**src/rtl/core/wsfd_pkg.sv**
```systemverilog
// Shared types and constants for the websocket frame deframer.
package wsfd_pkg;

    // Result kinds as seen on the output ports.
    typedef enum logic [1:0] {
        KIND_BYTE   = 2'd0,
        KIND_EMPTY  = 2'd1,
        KIND_CLOSED = 2'd2,
        KIND_BADLEN = 2'd3
    } t_kind;

    localparam logic [3:0] OPC_TEXT  = 4'h1;
    localparam logic [6:0] LEN_EXT16 = 7'd126;
    localparam logic [6:0] LEN_EXT64 = 7'd127;

    // Classified input word handed from the front to the back.
    typedef struct packed {
        logic       close;
        logic [7:0] data;
    } t_tok;

    // One result word.
    typedef struct packed {
        t_kind      kind;
        logic [7:0] payload_byte;
        logic       last_in_frame;
    } t_res;

endpackage

```
**src/rtl/core/websocket_frame_deframer_core.sv**
```systemverilog
// Each word is registered in the front queue and its result in the result queue.
// Throughput: one input word per cycle, sustained, while results are popped each cycle.
// The front queue holds four words and the result queue two, so either side may stall alone.
// Reset is synchronous and active low; it empties both queues, returns the parser to the
// first header byte with cleared length and key, and sets the enable register to one.
module websocket_frame_deframer_core #(
    parameter int TOK_DEPTH = 4,
    parameter int RES_DEPTH = 2
) (
    input  logic       i_clk,
    input  logic       i_rst_n,
    input  logic       i_cfg_we,
    input  logic       i_cfg_wdata,
    input  logic       push,
    output logic       full,
    input  logic       i_command,
    input  logic [7:0] i_wire_byte,
    output logic       empty,
    input  logic       pop,
    output logic [1:0] o_kind,
    output logic [7:0] o_payload_byte,
    output logic       o_last_in_frame
);

    wsfd_pkg::t_tok tok;
    logic           tok_empty;
    logic           tok_take;
    wsfd_pkg::t_res res;

    wsfd_front #(
        .TOK_DEPTH (TOK_DEPTH)
    ) u_front (
        .i_clk       (i_clk),
        .i_rst_n     (i_rst_n),
        .i_cfg_we    (i_cfg_we),
        .i_cfg_wdata (i_cfg_wdata),
        .i_push      (push),
        .o_full      (full),
        .i_command   (i_command),
        .i_wire_byte (i_wire_byte),
        .o_tok       (tok),
        .o_tok_empty (tok_empty),
        .i_tok_take  (tok_take)
    );

    wsfd_back #(
        .RES_DEPTH (RES_DEPTH)
    ) u_back (
        .i_clk       (i_clk),
        .i_rst_n     (i_rst_n),
        .i_tok       (tok),
        .i_tok_empty (tok_empty),
        .o_tok_take  (tok_take),
        .o_res       (res),
        .o_res_empty (empty),
        .i_res_pop   (pop)
    );

    assign o_kind          = res.kind;
    assign o_payload_byte  = res.payload_byte;
    assign o_last_in_frame = res.last_in_frame;

endmodule

```
**src/rtl/core/wsfd_fifo.sv**
```systemverilog
// Small register-based first-in first-out queue with the head shown combinationally.
module wsfd_fifo #(
    parameter int WIDTH = 9,
    parameter int DEPTH = 4
) (
    input  logic             i_clk,
    input  logic             i_rst_n,
    input  logic             i_wr_en,
    input  logic [WIDTH-1:0] i_wr_data,
    output logic             o_full,
    input  logic             i_rd_en,
    output logic [WIDTH-1:0] o_rd_data,
    output logic             o_empty
);

    localparam int AW = (DEPTH > 1) ? $clog2(DEPTH) : 1;
    localparam int CW = $clog2(DEPTH + 1);

    logic [WIDTH-1:0] r_mem [DEPTH];
    logic [AW-1:0]    r_wr_ptr;
    logic [AW-1:0]    r_rd_ptr;
    logic [CW-1:0]    r_count;
    logic             wr;
    logic             rd;

    assign o_full    = (r_count == CW'(DEPTH));
    assign o_empty   = (r_count == '0);
    assign wr        = i_wr_en && !o_full;
    assign rd        = i_rd_en && !o_empty;
    assign o_rd_data = r_mem[r_rd_ptr];

    always_ff @(posedge i_clk) begin
        if (!i_rst_n) begin
            r_wr_ptr <= '0;
            r_rd_ptr <= '0;
            r_count  <= '0;
        end else begin
            if (wr) begin
                r_wr_ptr <= (r_wr_ptr == AW'(DEPTH - 1)) ? '0 : r_wr_ptr + 1'b1;
            end
            if (rd) begin
                r_rd_ptr <= (r_rd_ptr == AW'(DEPTH - 1)) ? '0 : r_rd_ptr + 1'b1;
            end
            if (wr && !rd) begin
                r_count <= r_count + 1'b1;
            end else if (rd && !wr) begin
                r_count <= r_count - 1'b1;
            end
        end
    end

    always_ff @(posedge i_clk) begin
        if (wr) begin
            r_mem[r_wr_ptr] <= i_wr_data;
        end
    end

endmodule

```
**src/rtl/core/wsfd_front.sv**
```systemverilog
// Front end: accepts input words, drops them while disabled and queues them for the parser.
module wsfd_front #(
    parameter int TOK_DEPTH = 4
) (
    input  logic            i_clk,
    input  logic            i_rst_n,
    input  logic            i_cfg_we,
    input  logic            i_cfg_wdata,
    input  logic            i_push,
    output logic            o_full,
    input  logic            i_command,
    input  logic [7:0]      i_wire_byte,
    output wsfd_pkg::t_tok  o_tok,
    output logic            o_tok_empty,
    input  logic            i_tok_take
);

    logic           r_enabled;
    wsfd_pkg::t_tok tok_in;
    logic           tok_wr;
    logic [$bits(wsfd_pkg::t_tok)-1:0] tok_rd_data;

    always_ff @(posedge i_clk) begin
        if (!i_rst_n) begin
            r_enabled <= 1'b1;
        end else if (i_cfg_we) begin
            r_enabled <= i_cfg_wdata;
        end
    end

    // A disabled block still takes the word but forgets it.
    assign tok_in.close = i_command;
    assign tok_in.data  = i_wire_byte;
    assign tok_wr       = i_push && r_enabled;

    wsfd_fifo #(
        .WIDTH ($bits(wsfd_pkg::t_tok)),
        .DEPTH (TOK_DEPTH)
    ) u_tok_fifo (
        .i_clk     (i_clk),
        .i_rst_n   (i_rst_n),
        .i_wr_en   (tok_wr),
        .i_wr_data (tok_in),
        .o_full    (o_full),
        .i_rd_en   (i_tok_take),
        .o_rd_data (tok_rd_data),
        .o_empty   (o_tok_empty)
    );

    assign o_tok = wsfd_pkg::t_tok'(tok_rd_data);

endmodule

```
**src/rtl/core/wsfd_back.sv**
```systemverilog
// Back end: frame header parser and payload unmasking, feeding the result queue.
module wsfd_back #(
    parameter int RES_DEPTH = 2
) (
    input  logic            i_clk,
    input  logic            i_rst_n,
    input  wsfd_pkg::t_tok  i_tok,
    input  logic            i_tok_empty,
    output logic            o_tok_take,
    output wsfd_pkg::t_res  o_res,
    output logic            o_res_empty,
    input  logic            i_res_pop
);

    typedef enum logic [3:0] {
        PH_HDR0    = 4'd0,
        PH_HDR1    = 4'd1,
        PH_EXT_HI  = 4'd2,
        PH_EXT_LO  = 4'd3,
        PH_KEY0    = 4'd4,
        PH_KEY1    = 4'd5,
        PH_KEY2    = 4'd6,
        PH_KEY3    = 4'd7,
        PH_PAYLOAD = 4'd8,
        PH_STALL   = 4'd9
    } t_phase;

    t_phase         r_phase,      n_phase;
    logic           r_is_text,    n_is_text;
    logic           r_is_masked,  n_is_masked;
    logic [15:0]    r_bytes_left, n_bytes_left;
    logic [31:0]    r_mask_key,   n_mask_key;
    logic [1:0]     r_key_index,  n_key_index;

    wsfd_pkg::t_res res;
    logic           res_wr;
    logic           res_full;
    logic           take;
    logic           after_len;
    logic           hdr_done;
    logic [7:0]     key_byte;
    logic [6:0]     len_code;
    logic [$bits(wsfd_pkg::t_res)-1:0] res_rd_data;

    // The parser only moves when the result queue can take whatever it produces.
    assign take       = !i_tok_empty && !res_full;
    assign o_tok_take = take;
    assign len_code   = i_tok.data[6:0];

    always_comb begin
        case (r_key_index)
            2'd0:    key_byte = r_mask_key[31:24];
            2'd1:    key_byte = r_mask_key[23:16];
            2'd2:    key_byte = r_mask_key[15:8];
            default: key_byte = r_mask_key[7:0];
        endcase
    end

    always_comb begin
        n_phase      = r_phase;
        n_is_text    = r_is_text;
        n_is_masked  = r_is_masked;
        n_bytes_left = r_bytes_left;
        n_mask_key   = r_mask_key;
        n_key_index  = r_key_index;
        res          = '0;
        res_wr       = 1'b0;
        after_len    = 1'b0;
        hdr_done     = 1'b0;
        if (take) begin
            if (i_tok.close) begin
                n_phase      = PH_HDR0;
                n_is_text    = 1'b0;
                n_is_masked  = 1'b0;
                n_bytes_left = '0;
                n_mask_key   = '0;
                n_key_index  = '0;
                res_wr       = 1'b1;
                res.kind     = wsfd_pkg::KIND_CLOSED;
            end else begin
                unique case (r_phase)
                    PH_HDR0: begin
                        n_is_text = (i_tok.data[3:0] == wsfd_pkg::OPC_TEXT);
                        n_phase   = PH_HDR1;
                    end
                    PH_HDR1: begin
                        n_is_masked = i_tok.data[7];
                        if (len_code == wsfd_pkg::LEN_EXT16) begin
                            n_phase = PH_EXT_HI;
                        end else if (len_code == wsfd_pkg::LEN_EXT64) begin
                            n_phase  = PH_STALL;
                            res_wr   = 1'b1;
                            res.kind = wsfd_pkg::KIND_BADLEN;
                        end else begin
                            n_bytes_left = {9'd0, len_code};
                            after_len    = 1'b1;
                        end
                    end
                    PH_EXT_HI: begin
                        n_bytes_left = {i_tok.data, 8'd0};
                        n_phase      = PH_EXT_LO;
                    end
                    PH_EXT_LO: begin
                        n_bytes_left = {r_bytes_left[15:8], i_tok.data};
                        after_len    = 1'b1;
                    end
                    PH_KEY0: begin
                        n_mask_key = {r_mask_key[23:0], i_tok.data};
                        n_phase    = PH_KEY1;
                    end
                    PH_KEY1: begin
                        n_mask_key = {r_mask_key[23:0], i_tok.data};
                        n_phase    = PH_KEY2;
                    end
                    PH_KEY2: begin
                        n_mask_key = {r_mask_key[23:0], i_tok.data};
                        n_phase    = PH_KEY3;
                    end
                    PH_KEY3: begin
                        n_mask_key = {r_mask_key[23:0], i_tok.data};
                        hdr_done   = 1'b1;
                    end
                    PH_PAYLOAD: begin
                        n_bytes_left = r_bytes_left - 16'd1;
                        n_key_index  = r_key_index + 2'd1;
                        if (r_bytes_left == 16'd1) begin
                            n_phase = PH_HDR0;
                        end
                        if (r_is_text) begin
                            res_wr            = 1'b1;
                            res.kind          = wsfd_pkg::KIND_BYTE;
                            res.payload_byte  = r_is_masked ? (i_tok.data ^ key_byte)
                                                            : i_tok.data;
                            res.last_in_frame = (r_bytes_left == 16'd1);
                        end
                    end
                    default: begin
                        // Stalled after an unsupported length: wait for a close.
                    end
                endcase
                if (after_len) begin
                    if (n_is_masked) begin
                        n_phase = PH_KEY0;
                    end else begin
                        hdr_done = 1'b1;
                    end
                end
                if (hdr_done) begin
                    n_key_index = '0;
                    if (n_bytes_left == '0) begin
                        n_phase = PH_HDR0;
                        if (r_is_text) begin
                            res_wr   = 1'b1;
                            res.kind = wsfd_pkg::KIND_EMPTY;
                        end
                    end else begin
                        n_phase = PH_PAYLOAD;
                    end
                end
            end
        end
    end

    always_ff @(posedge i_clk) begin
        if (!i_rst_n) begin
            r_phase      <= PH_HDR0;
            r_is_text    <= 1'b0;
            r_is_masked  <= 1'b0;
            r_bytes_left <= '0;
            r_mask_key   <= '0;
            r_key_index  <= '0;
        end else begin
            r_phase      <= n_phase;
            r_is_text    <= n_is_text;
            r_is_masked  <= n_is_masked;
            r_bytes_left <= n_bytes_left;
            r_mask_key   <= n_mask_key;
            r_key_index  <= n_key_index;
        end
    end

    wsfd_fifo #(
        .WIDTH ($bits(wsfd_pkg::t_res)),
        .DEPTH (RES_DEPTH)
    ) u_res_fifo (
        .i_clk     (i_clk),
        .i_rst_n   (i_rst_n),
        .i_wr_en   (res_wr),
        .i_wr_data (res),
        .o_full    (res_full),
        .i_rd_en   (i_res_pop),
        .o_rd_data (res_rd_data),
        .o_empty   (o_res_empty)
    );

    assign o_res = wsfd_pkg::t_res'(res_rd_data);

    a_payload_has_bytes: assert property (@(posedge i_clk) disable iff (!i_rst_n)
        (r_phase == PH_PAYLOAD) |-> (r_bytes_left != 16'd0))
        else $error("payload phase entered with no bytes left");

    a_close_resets: assert property (@(posedge i_clk) disable iff (!i_rst_n)
        (take && i_tok.close) |=> (r_phase == PH_HDR0 && r_bytes_left == 16'd0))
        else $error("close did not return the parser to the first header byte");

    a_stall_silent: assert property (@(posedge i_clk) disable iff (!i_rst_n)
        (take && !i_tok.close && r_phase == PH_STALL) |-> !res_wr)
        else $error("stalled parser produced a result for a data word");

    a_key_start: assert property (@(posedge i_clk) disable iff (!i_rst_n)
        (take && !i_tok.close && r_phase == PH_KEY3 && n_phase == PH_PAYLOAD)
        |=> (r_key_index == 2'd0))
        else $error("payload started with a nonzero key index");

endmodule
```
**config.mk**
```make
export PLATFORM = sky130hd
export DESIGN_NAME = websocket_frame_deframer_core
export DESIGN_NICKNAME = d
export VERILOG_FILES = /design/src/rtl/core/wsfd_pkg.sv /design/src/rtl/core/websocket_frame_deframer_core.sv /design/src/rtl/core/wsfd_fifo.sv /design/src/rtl/core/wsfd_front.sv /design/src/rtl/core/wsfd_back.sv
export SDC_FILE = /design/constraint.sdc
export NUM_CORES = 1
export LEC_CHECK = 0
export BUFFER_PORTS_ARGS = -buffer_cell sky130_fd_sc_hd__buf_2
export CORE_MARGIN = 5
export CORE_UTILIZATION = 58
export CTS_CLUSTER_SIZE = 25
export DETAILED_ROUTE_END_ITERATION = 8
export GPL_TIMING_DRIVEN = 0
export HOLD_SLACK_MARGIN = 0.08
export PLACE_DENSITY = 0.82
export SYNTH_ARGS = -nofsm -noshare
export SYNTH_HDL_FRONTEND = slang
export SYNTH_SLANG_ARGS = --single-unit
```
**constraint.sdc**
```tcl
create_clock -name i_clk -period 4.7 [get_ports i_clk]
set_clock_uncertainty 0.15 [all_clocks]
set_input_delay 0.235 -clock i_clk [delete_from_list [all_inputs] [get_ports i_clk]]
set_output_delay 0.235 -clock i_clk [all_outputs]
set_load 0.01 [all_outputs]
```
# Yosys cells after proc, flatten, opt, wreduce, memory -nomap -nowiden
# Memories as Yosys holds them, arrays and structs flattened. A register that Yosys moved wholly into a read port is not among the register bits.
# Index checks and enable logic that the tools add are counted.
[totals] mem_bits_rw=58 input_bits=15 register_bits=68 n_memories=2
[classes] n_mux=74 reduce_logical=32 add_sub_neg=10 n_bitwise=1 eq_ne=18
[memory_table] name="u_front.u_tok_fifo.r_mem" depth=4 word_bits=9 rd=1 rd_clocked_by_memory_dff=1 wr=1 line="wsfd_fifo.sv:19" text="logic [WIDTH-1:0] r_mem [DEPTH];"
[memory_table] name="u_back.u_res_fifo.r_mem" depth=2 word_bits=11 rd=1 rd_clocked_by_memory_dff=1 wr=1 line="wsfd_fifo.sv:19"
[op_table] cell="$mux W16" n=5
[op_table] cell="$mux W32" n=2
[op_table] cell="$pmux W16 S4" n=1
[op_table] cell="$mux W4" n=8
[op_table] cell="$mux W1" n=31
[op_table] cell="$mux W2" n=15
[op_table] cell="$pmux W4 S7" n=1
[op_table] cell="$mux W9" n=3
[op_table] cell="$pmux W8 S3" n=1
[op_table] cell="$eq A16 B1 Y1 const B" n=1
[op_table] cell="$eq A4 B3 Y1 const B" n=4
[op_table] cell="$logic_not A16 Y1" n=1
[op_table] cell="$sub A16 B1 Y16 const B" n=1
[op_table] cell="$eq A7 B7 Y1 const B" n=2
[op_table] cell="$mux W11" n=1
[op_table] cell="$logic_and A1 B1 Y1" n=10
[op_table] cell="$add A2 B1 Y2 const B" n=4
[op_table] cell="$eq A2 B2 Y1 const B" n=4
[op_table] cell="$eq A4 B1 Y1 const B" n=2
[op_table] cell="$eq A4 B2 Y1 const B" n=2
[op_table] cell="$logic_not A1 Y1" n=8
[op_table] cell="$mux W8" n=1
[op_table] cell="$reduce_bool A2 Y1" n=4
[op_table] cell="$xor A8 B8 Y8" n=1
[op_table] cell="16 further kinds" n=22

# Depth between registers and ports, before layout
# Gate-level depths: netlist (run 1).
[depth] word_depth=17 depth_mapped=15 depth_no_buf=14

# By module
# A second synthesis (run 1) with hierarchy kept.
[hier_totals] cells_unflattened=619 area_unflattened_um2=6377.4
[by_module_without_submodules] module="wsfd_back" cells_each=458 area_each_um2=3539.6 n_inst=1
[by_module_without_submodules] module="wsfd_fifo at u_front.u_tok_fifo" cells_each=98 area_each_um2=1774.2 n_inst=1
[by_module_without_submodules] module="wsfd_fifo at u_back.u_res_fifo" cells_each=59 area_each_um2=1023.5 n_inst=1
[by_module_without_submodules] module="wsfd_front" cells_each=4 area_each_um2=40.0 n_inst=1

# Worst setup path after synthesis (run 1)
# OpenSTA, ideal clock, no wires.
[synth_path] path_kind="flip-flop to flip-flop" startpoint="register u_back.r_bytes_left[0]" endpoint="memory u_back.u_res_fifo.r_mem[0][0] (netlist bit), enable pin" setup_ns=0.378 required_time_ns=4.172 path_slack_ns=0.853 t_arrival_ns=3.319 path_buffers=0 stages_incl_launch_ff=11 cell_sequence="dfxtp_1 -> inv_1 -> ha_1 -> or3b_2 -> nor4_1 -> xnor2_1 -> o21ai_1 -> or4_1 -> or4_1 -> o21a_1 -> nor2_1"
[synth_via] elab_chain_cells=13
[synth_lines] item="from (decl)" line="wsfd_back.sv:31" text="logic [15:0] r_bytes_left, n_bytes_left;"
[synth_lines] item="from (signal assigned)" line="wsfd_back.sv:176" text="r_bytes_left <= n_bytes_left;"
[synth_lines] item="parallel branches: the longest is 2 deep, another holds $sub A16 B1 Y16"
[synth_lines] item="$pmux W16 S4 (*)" line="wsfd_back.sv:81" text="unique case (r_phase)"
[synth_lines] item="$mux W16 (*)" line="wsfd_back.sv:71" text="if (i_tok.close) begin"
[synth_lines] item="$mux W16 (*)" line="wsfd_back.sv:70" text="if (take) begin"
[synth_lines] item="$logic_not A16 Y1 (*)" line="wsfd_back.sv:150" text="if (n_bytes_left == '0) begin"
[synth_lines] item="$mux W1 (*)" line="wsfd_back.sv:150"
[synth_lines] item="$mux W1 (*)" line="wsfd_back.sv:148" text="if (hdr_done) begin"
[synth_lines] item="$mux W1 (*)" line="wsfd_back.sv:71"
[synth_lines] item="$mux W1 (*)" line="wsfd_back.sv:70"
[synth_lines] item="$logic_and A1 B1 Y1 (*)" line="wsfd_fifo.sv:28" text="assign wr = i_wr_en && !o_full;"
[synth_lines] item="$mux W1 (*)" line="wsfd_fifo.sv:53" text="if (wr) begin"
[synth_lines] item="$mux W1 (not written as such) (*)" line="wsfd_fifo.sv:54" text="r_mem[r_wr_ptr] <= i_wr_data;"
[synth_lines] item="to (decl)" line="wsfd_fifo.sv:19"
# Mark *: on every way between the ends. The select of a mux whose other input is x is not followed.

==> results of run 1 <==
[through the flow]
step / cell area (sq um) / total power [mW] / setup TNS [ns] / setup slack, ns
floorplan: 6450 / 2.35 / 0 / 0.853
global placement: 6770 / 2.78 / -5.29 / -0.306
detailed placement: 6780 / 2.80 / 0 / 0.0824
CTS: 7460 / 4.04 / 0 / 0.0609
global route: 7480 / 4.27 / 0 / 0.0511
finish: 7480 / 4.08 / 0 / 0.235
[final cells by class]
type,instances,area [sq um]
well taps,140,175
flip-flops and latches,129,3160
clock buffers,17,414
clock inverters,15,141
plain buffers,44,176
fillers,851,3410
repair buffers,41,273
multi-input cells,432,3070
inverters,17,63.8
[power breakdown]
part           leakage [nW]  switching (mW)  internal, mW
Sequential             1.11          0.0716          1.31
Clock                 0.269           0.562         0.675
Combinational          1.24           0.954         0.507
[logic make-up (layout without fill, tap and decap cells)]
family,after synthesis,after routing,synth area share
DFF,129,129,0.490
xor gates and xnor gates,15,15,0.0204
buffers and inverters,61,134,0.0372
AOI/OAI and AO/OA,149,149,0.163
adders and majority gates,14,14,0.0283
muxes,29,29,0.0649
and+or+nand+nor,225,225,0.196
[timing repair]
action,4_1_cts,5_1_grt
hold buffers,13,0
endpoints found under the hold margin,39,0
gates resized for setup,0,3
setup endpoints to repair,0,23
[layer usage]
metal  vias to the layer above  track usage  routed length, um
li1                       2464            -                  -
met1                      2613        0.376               7380
met2                       306        0.460               8520
met3                        41       0.0768               1690
met4                         0        0.114                544
met5                         -            0                  0
[final timing paths]
check	slack (ns)	cells past startpoint	end	from
max reg2reg	0.23	12	u_back.u_res_fifo.r_count[1]	flip-flop
min reg2reg	0.37	2	u_front.u_tok_fifo.r_rd_ptr[1]	u_front.u_tok_fifo.r_rd_ptr[1]
max	0.23	12	u_back.u_res_fifo.r_count[1]	flip-flop
min	0.18	4	u_back.u_res_fifo.r_rd_ptr	pop
[worst max-delay path: cells and delay by family, from the launching register on]
kind | cells | cell delay [ns]
multiplexers | 1 | 0.52
buffers and inverters | 2 | 0.31
adder cells (fa/ha/maj) | 1 | 0.28
AO/OA/AOI/OAI | 3 | 0.70
AND/OR/NAND/NOR | 5 | 2.13
flip-flops | 1 | 0.30
[placed cells by master (no fill, tap or decap), types with 6 or more instances in the layout]
cell type and n:
nand3_1 9, nor4_1 14, nand2_1 49, nor2b_1 53, dlygate4sd3_1 13, clkbuf_16 16
o21ai_0 30, nor3_1 9, a31oi_1 7, dfxtp_1 71, a22oi_1 42, inv_6 6
a222oi_1 9, mux4_2 9, clkbuf_1 39, inv_1 15, mux2i_1 7, and3_1 7
edfxtp_1 58, ha_1 13, a21oi_1 12, or4_1 8, and2_1 14, buf_2 29
mux2_2 12, xor2_1 8, xnor2_1 7, nor2_1 26
[registers in the layout (all words and copies together) (netlist names), named ones only]
signal	count
u_back.r_mask_key	32
u_back.r_is_text	1
u_back.r_is_masked	1
u_front.u_tok_fifo.r_count	3
u_back.u_res_fifo.r_mem	22
u_back.u_res_fifo.r_wr_ptr	1
u_back.r_bytes_left	16
u_front.r_enabled	1
u_back.u_res_fifo.r_rd_ptr	1
u_back.r_phase	4
u_back.r_key_index	2
u_front.u_tok_fifo.r_wr_ptr	2
u_front.u_tok_fifo.r_mem	36
u_back.u_res_fifo.r_count	2
u_front.u_tok_fifo.r_rd_ptr	2
==> key figures, run 1 <==
Flow run
  – Max_cap viols: 0

Timing
  – Final hold viol count: 0
  – Final Cycle Share: 0.950
  – Final hold slack: 0.179 ns
  – Pins Over Slew Limit: 0
  – RSZ-0062 raised after global routing: false
  – Fmax: 224 MHz
  – Worst Max-Slew Pin Slew: 0.981 ns
  – Relative slew slack: 0.337
  – Tmin final: 4.47 ns
  – Setup Viol. Count Final: 0

Setup path
  – Critical path endpoint category: flip-flop
  – CP startpoint kind: flip-flop
  – Crit path largest cell delay: 0.54 ns
  – WP data required: 5.00 ns
  – Endpoint arrival time on the critical path: 4.77 ns
  – Critical Path, Cell by Cell: buf_4, mux4_2, nand3_2, nor3_2, a21oi_1, or4bb_1, or4_1, o21a_1, inv_2, ha_1, or3_1, a21boi_0
  – Slowest CP cell: or4bb_1
  – Crit path kind: reg -> reg
  – Crit Path Max Fanout: 9

Route
  – Final antenna-violating net count: 0
  – Drt initial violations: 647
  – DRT Pass-1 Iters: 6
  – Routed via count: 5424
  – DRC violations left: 0
  – Total wire length: 18100 um
  – Post-DR wirelength/cell: 21.7 um
  – Via density: 6.50

Pwr
  – Leakage: 2.62 nW
  – VDD IR max: 0.434 mV
  – Pwr dens: 546 nW/um^2

Synth
  – Commonest cells in the synthesized netlist: dfxtp_1, edfxtp_1, nor2b_1
  – Cell area after synthesis: 6450 sq um
  – Top cells by area in the synthesized netlist: edfxtp_1, dfxtp_1, nor2b_1, a22oi_1, mux4_2
  – Yosys cell types: 73
  – Area share of the largest cell type after synthesis: 0.270
  – Number of synthesized flops with an enable pin: 58
  – Synthesized area per cell: 10.4 sq um
  – Post-synthesis async set-or-reset flop share: 0
  – Sequential element share of the synthesized area: 0.490
  – Synth Instances: 622
  – Ys flop type: dfxtp_1
  – Ys Warns: 0
  – Count leader, synth: dfxtp_1
  – Mapped Nets: 651
  – Synthesized flop and latch total: 129
  – Yosys top cell by area: edfxtp_1

Die
  – Placeable Area: 10900 sq um
  – Die footprint: 13300 sq um
  – Die width: 115 um
  – Row cnt: 38
  – I/O pin cnt: 28
  – Die H: 115 um
  – Starting Density: 0.593

Placement
  – DP HPWL: 12200 um
  – Final Wtd Congestion: 0.983
  – Placed cells: 790
  – IO Port Bufs: 27

Cells and area
  – Layout cells sized above 1: 0.137
  – Final Util: 0.687
  – ANT cells: 0
  – Final net count: 711
  – Syn-to-layout area delta: 15.9%
  – Post-Layout Cell Count: 835

Clock tree
  – CTS root buf: clkbuf_8
  – Clock latency on the worst-skew pair: 0.53 ns
  – Max Root-Sink Buffers: 2
  – H-Tree Depth: 4
  – Clk sink count: 129
  – Clk slew on worst S/H paths: 0.07 ns
  – Post-CTS Setup Repair Bufs: 0
  – CTS Buf Count: 17
  – CTS tree: built

GRT
  – Initial antenna violation count: 0
  – First-pass GRT wire length: 28900 um
  – Congestion Overflow GR: 0
  – Largest net degree at the start of global routing: 17
  – GRT Total Usage: 0.288
  – Vias in the first global route: 5315

Outcome
  – Status: finished clean

Worst hold path
  – HP Class: in -> reg
Note: power is estimated with default switching activity, not from simulation.
==> run 2: changes to the inputs <==
--- a/config.mk
+++ b/config.mk
@@ -6,13 +6,15 @@
 export NUM_CORES = 1
 export LEC_CHECK = 0
 export BUFFER_PORTS_ARGS = -buffer_cell sky130_fd_sc_hd__buf_2
+export CAP_MARGIN = 20
 export CORE_MARGIN = 5
-export CORE_UTILIZATION = 58
+export CORE_UTILIZATION = 62
 export CTS_CLUSTER_SIZE = 25
 export DETAILED_ROUTE_END_ITERATION = 8
 export GPL_TIMING_DRIVEN = 0
 export HOLD_SLACK_MARGIN = 0.08
-export PLACE_DENSITY = 0.82
+export MAX_ROUTING_LAYER = met4
+export PLACE_DENSITY = 0.86
 export SYNTH_ARGS = -nofsm -noshare
 export SYNTH_HDL_FRONTEND = slang
 export SYNTH_SLANG_ARGS = --single-unit
==> run 2 against run 1 <==
Effect of this change: die area decreased by 5.9%; the flow now finishes with violations (design-rule violations); highest routed layer unchanged; largest power group unchanged; wire length increased by 1.0%; worst hold slack got worse by 0.043 ns; sequential cell count unchanged; cell count decreased by 0.72%.
==> key figures, run 2 (same netlist as run 1, synthesis figures left out) <==
Clock tree
  – Clock latency on the worst-skew pair: 0.54 ns (about the same)
  – Clk sink count: 129 (unchanged)
  – Clk slew on worst S/H paths: 0.06 ns (about the same)
  – H-Tree Depth: 4 (unchanged)
  – Post-CTS Setup Repair Bufs: 0 (unchanged)
  – CTS root buf: clkbuf_8
  – CTS tree: built
  – Max Root-Sink Buffers: 2 (unchanged)
  – CTS Buf Count: 17 (unchanged)

Placement
  – IO Port Bufs: 27 (unchanged)
  – Placed cells: 785 (-0.63%)
  – Final Wtd Congestion: 1.05 (+6.3%)
  – DP HPWL: 12200 um (-0.18%)

Timing
  – Worst Max-Slew Pin Slew: 0.944 ns (-0.0376 ns)
  – Final hold viol count: 0 (unchanged)
  – Setup TNS: 0 ns (unchanged)
  – Final Cycle Share: 0.958 (+0.00742)
  – Setup Viol. Count Final: 0 (unchanged)
  – Pins Over Slew Limit: 0 (unchanged)
  – RSZ-0062 raised after global routing: false
  – Tmin final: 4.50 ns (+0.0349 ns)
  – Relative slew slack: 0.362 (+0.0254)
  – Fmax: 222 MHz (-0.77%)

Route
  – Met3 Wirelength: 1720 um (+2.0%)
  – Via density: 6.59 (+1.4%)
  – Post-DR wirelength/cell: 22.1 um (+1.8%)
  – Drt initial violations: 848 (+31%)
  – M1 WL: 7330 um (-0.69%)
  – DRT Pass-1 Iters: 9 (+3)
  – Final antenna-violating net count: 0 (unchanged)
  – Total wire length: 18300 um (+1.0%)
  – Top Metal Used: met4
  – Routed via count: 5461 (+0.68%)
  – Metal2 WL: 8640 um (+1.4%)
  – DRC violations left: 5 (+5)

GRT
  – GRT Total Usage: 0.308 (+0.0195)
  – Largest net degree at the start of global routing: 17 (unchanged)
  – Vias in the first global route: 5330 (+0.28%)
  – Congestion Overflow GR: 0 (unchanged)
  – Initial antenna violation count: 0 (unchanged)
  – First-pass GRT wire length: 29300 um (+1.6%)

Setup path
  – Crit Path Max Fanout: 10 (+1)
  – WP data required: 5.00 ns (about the same)
  – CP startpoint kind: flip-flop
  – Endpoint arrival time on the critical path: 4.80 ns (+0.03 ns)
  – Worst reg-to-reg path cell count: 13 (+1)
  – Critical path endpoint category: flip-flop
  – Crit path kind: reg -> reg

Cells and area
  – Syn-to-layout area delta: 16.0%
  – Most common cell after layout, fill and taps aside: dfxtp_1
  – Number of flip-flops in the largest register: 36 (unchanged)
  – Final net count: 709 (-0.28%)
  – ANT cells: 0 (unchanged)
  – Most frequent cells in the layout: dfxtp_1, edfxtp_1, nor2b_1
  – Post-Layout Cell Count: 829 (-0.72%)
  – Most flops, register: u_front.u_tok_fifo.r_mem
  – Layout cells sized above 1: 0.134 (-0.00249)
  – Regs by FF count: u_front.u_tok_fifo.r_mem: 36 flops, u_back.r_mask_key: 32 flops, u_back.u_res_fifo.r_mem: 22 flops

Worst hold path
  – Min-Delay Path Depth: 5 (+1)
  – HP Class: in -> reg

Die
  – Row cnt: 37 (-2.6%)
  – I/O pin cnt: 28 (unchanged)
  – Die footprint: 12600 sq um (-5.9%)
  – Die H: 112 um (-3.0%)
  – Die width: 112 um (-3.0%)
  – Starting Density: 0.631 (+0.0381)
  – Placeable Area: 10200 sq um (-6.0%)

Outcome
  – Failing checks: design-rule violations
  – Status: finished, violations left

Pwr
  – VDD IR max: 0.340 mV (-22%)
  – Pwr dens: 558 nW/um^2 (+2.2%)
  – Leakage: 2.62 nW (+0.20%)
  – Overall Power: 4.18 mW (+2.3%)

Flow run
  – Max_cap viols: 0 (unchanged)
## run 2: cell count changes in the layout (fill, tap and decap cells not counted), moves of 2 or more
cell,delta
inv_6,-3
inv_8,-3
bufinv_16,+2
clkinv_2,+2
clkinv_4,+2
## run 2: path summary, 6_finish.rpt
check / slack (ns) / endpoint / from
worst max-delay path: 0.20 / u_back.u_res_fifo.r_count[1] / u_back.r_phase[2]
worst min-delay path: 0.14 / u_front.u_tok_fifo.r_wr_ptr[1] / push
worst max register to register: 0.20 / u_back.u_res_fifo.r_count[1] / u_back.r_phase[2]
worst min register to register: 0.36 / u_front.u_tok_fifo.r_count[2] / u_front.u_tok_fifo.r_count[2]
## run 2: per-layer routing
layer | global-route usage | vias up
li1 | - | 2461
met1 | 0.391 | 2618
met2 | 0.483 | 316
met3 | 0.0652 | 66
met4 | 0.127 | 0
met5 | - | -
## run 2: repair_timing
item | 4_1_cts | 5_1_grt
hold buffers | 12 | 0
setup endpoints to repair | 0 | 12
resized for setup | 0 | 2
hold endpoints to repair | 38 | 0
## run 2: power breakdown
group          switching (mW)  leakage [nW]  internal, mW  total (mW)
Sequential             0.0763          1.11          1.32        1.39
Combinational           0.967          1.23         0.501        1.47
Clock                   0.524         0.286         0.795        1.32
## run 2: final cells by class
type	instances	area (sq um)
flip-flops and latches	129	3160
repair buffers	39	255
well taps	136	170
fillers	721	2750
clock buffers	19	443
multi-input cells	432	3070
inverters	17	63.8
clock inverters	13	149
plain buffers	44	176
## run 2: worst max-delay path, cell delays in order (launching register included)
cell      delay, ns
dfxtp_1        0.31
clkbuf_1       0.25
clkbuf_1       0.39
clkinv_1       0.34
o211ai_1       0.19
a31oi_1        0.06
a221oi_1       0.51
or4bb_1        0.52
or4_1          0.54
o21a_1         0.27
inv_2          0.12
ha_1           0.27
or3_1          0.34
a21boi_0       0.16
## run 2: through the flow
| stage | hold slack [ns] | util | cell area [sq um] | setup slack, ns |
|---|---|---|---|---|
| 6_report | 0.136 | 0.732 | 7490 | 0.200 |
| 5_1_grt | 0.224 | 0.732 | 7490 | 0.0325 |
| 4_1_cts | 0.0818 | 0.731 | 7480 | 0.0349 |
| 3_5_place_dp | 0.303 | 0.661 | 6770 | 0.0589 |
| 3_3_place_gp | 0.296 | 0.661 | 6760 | -0.114 |
| 2_1_floorplan | 0.184 | - | 6450 | 0.853 |
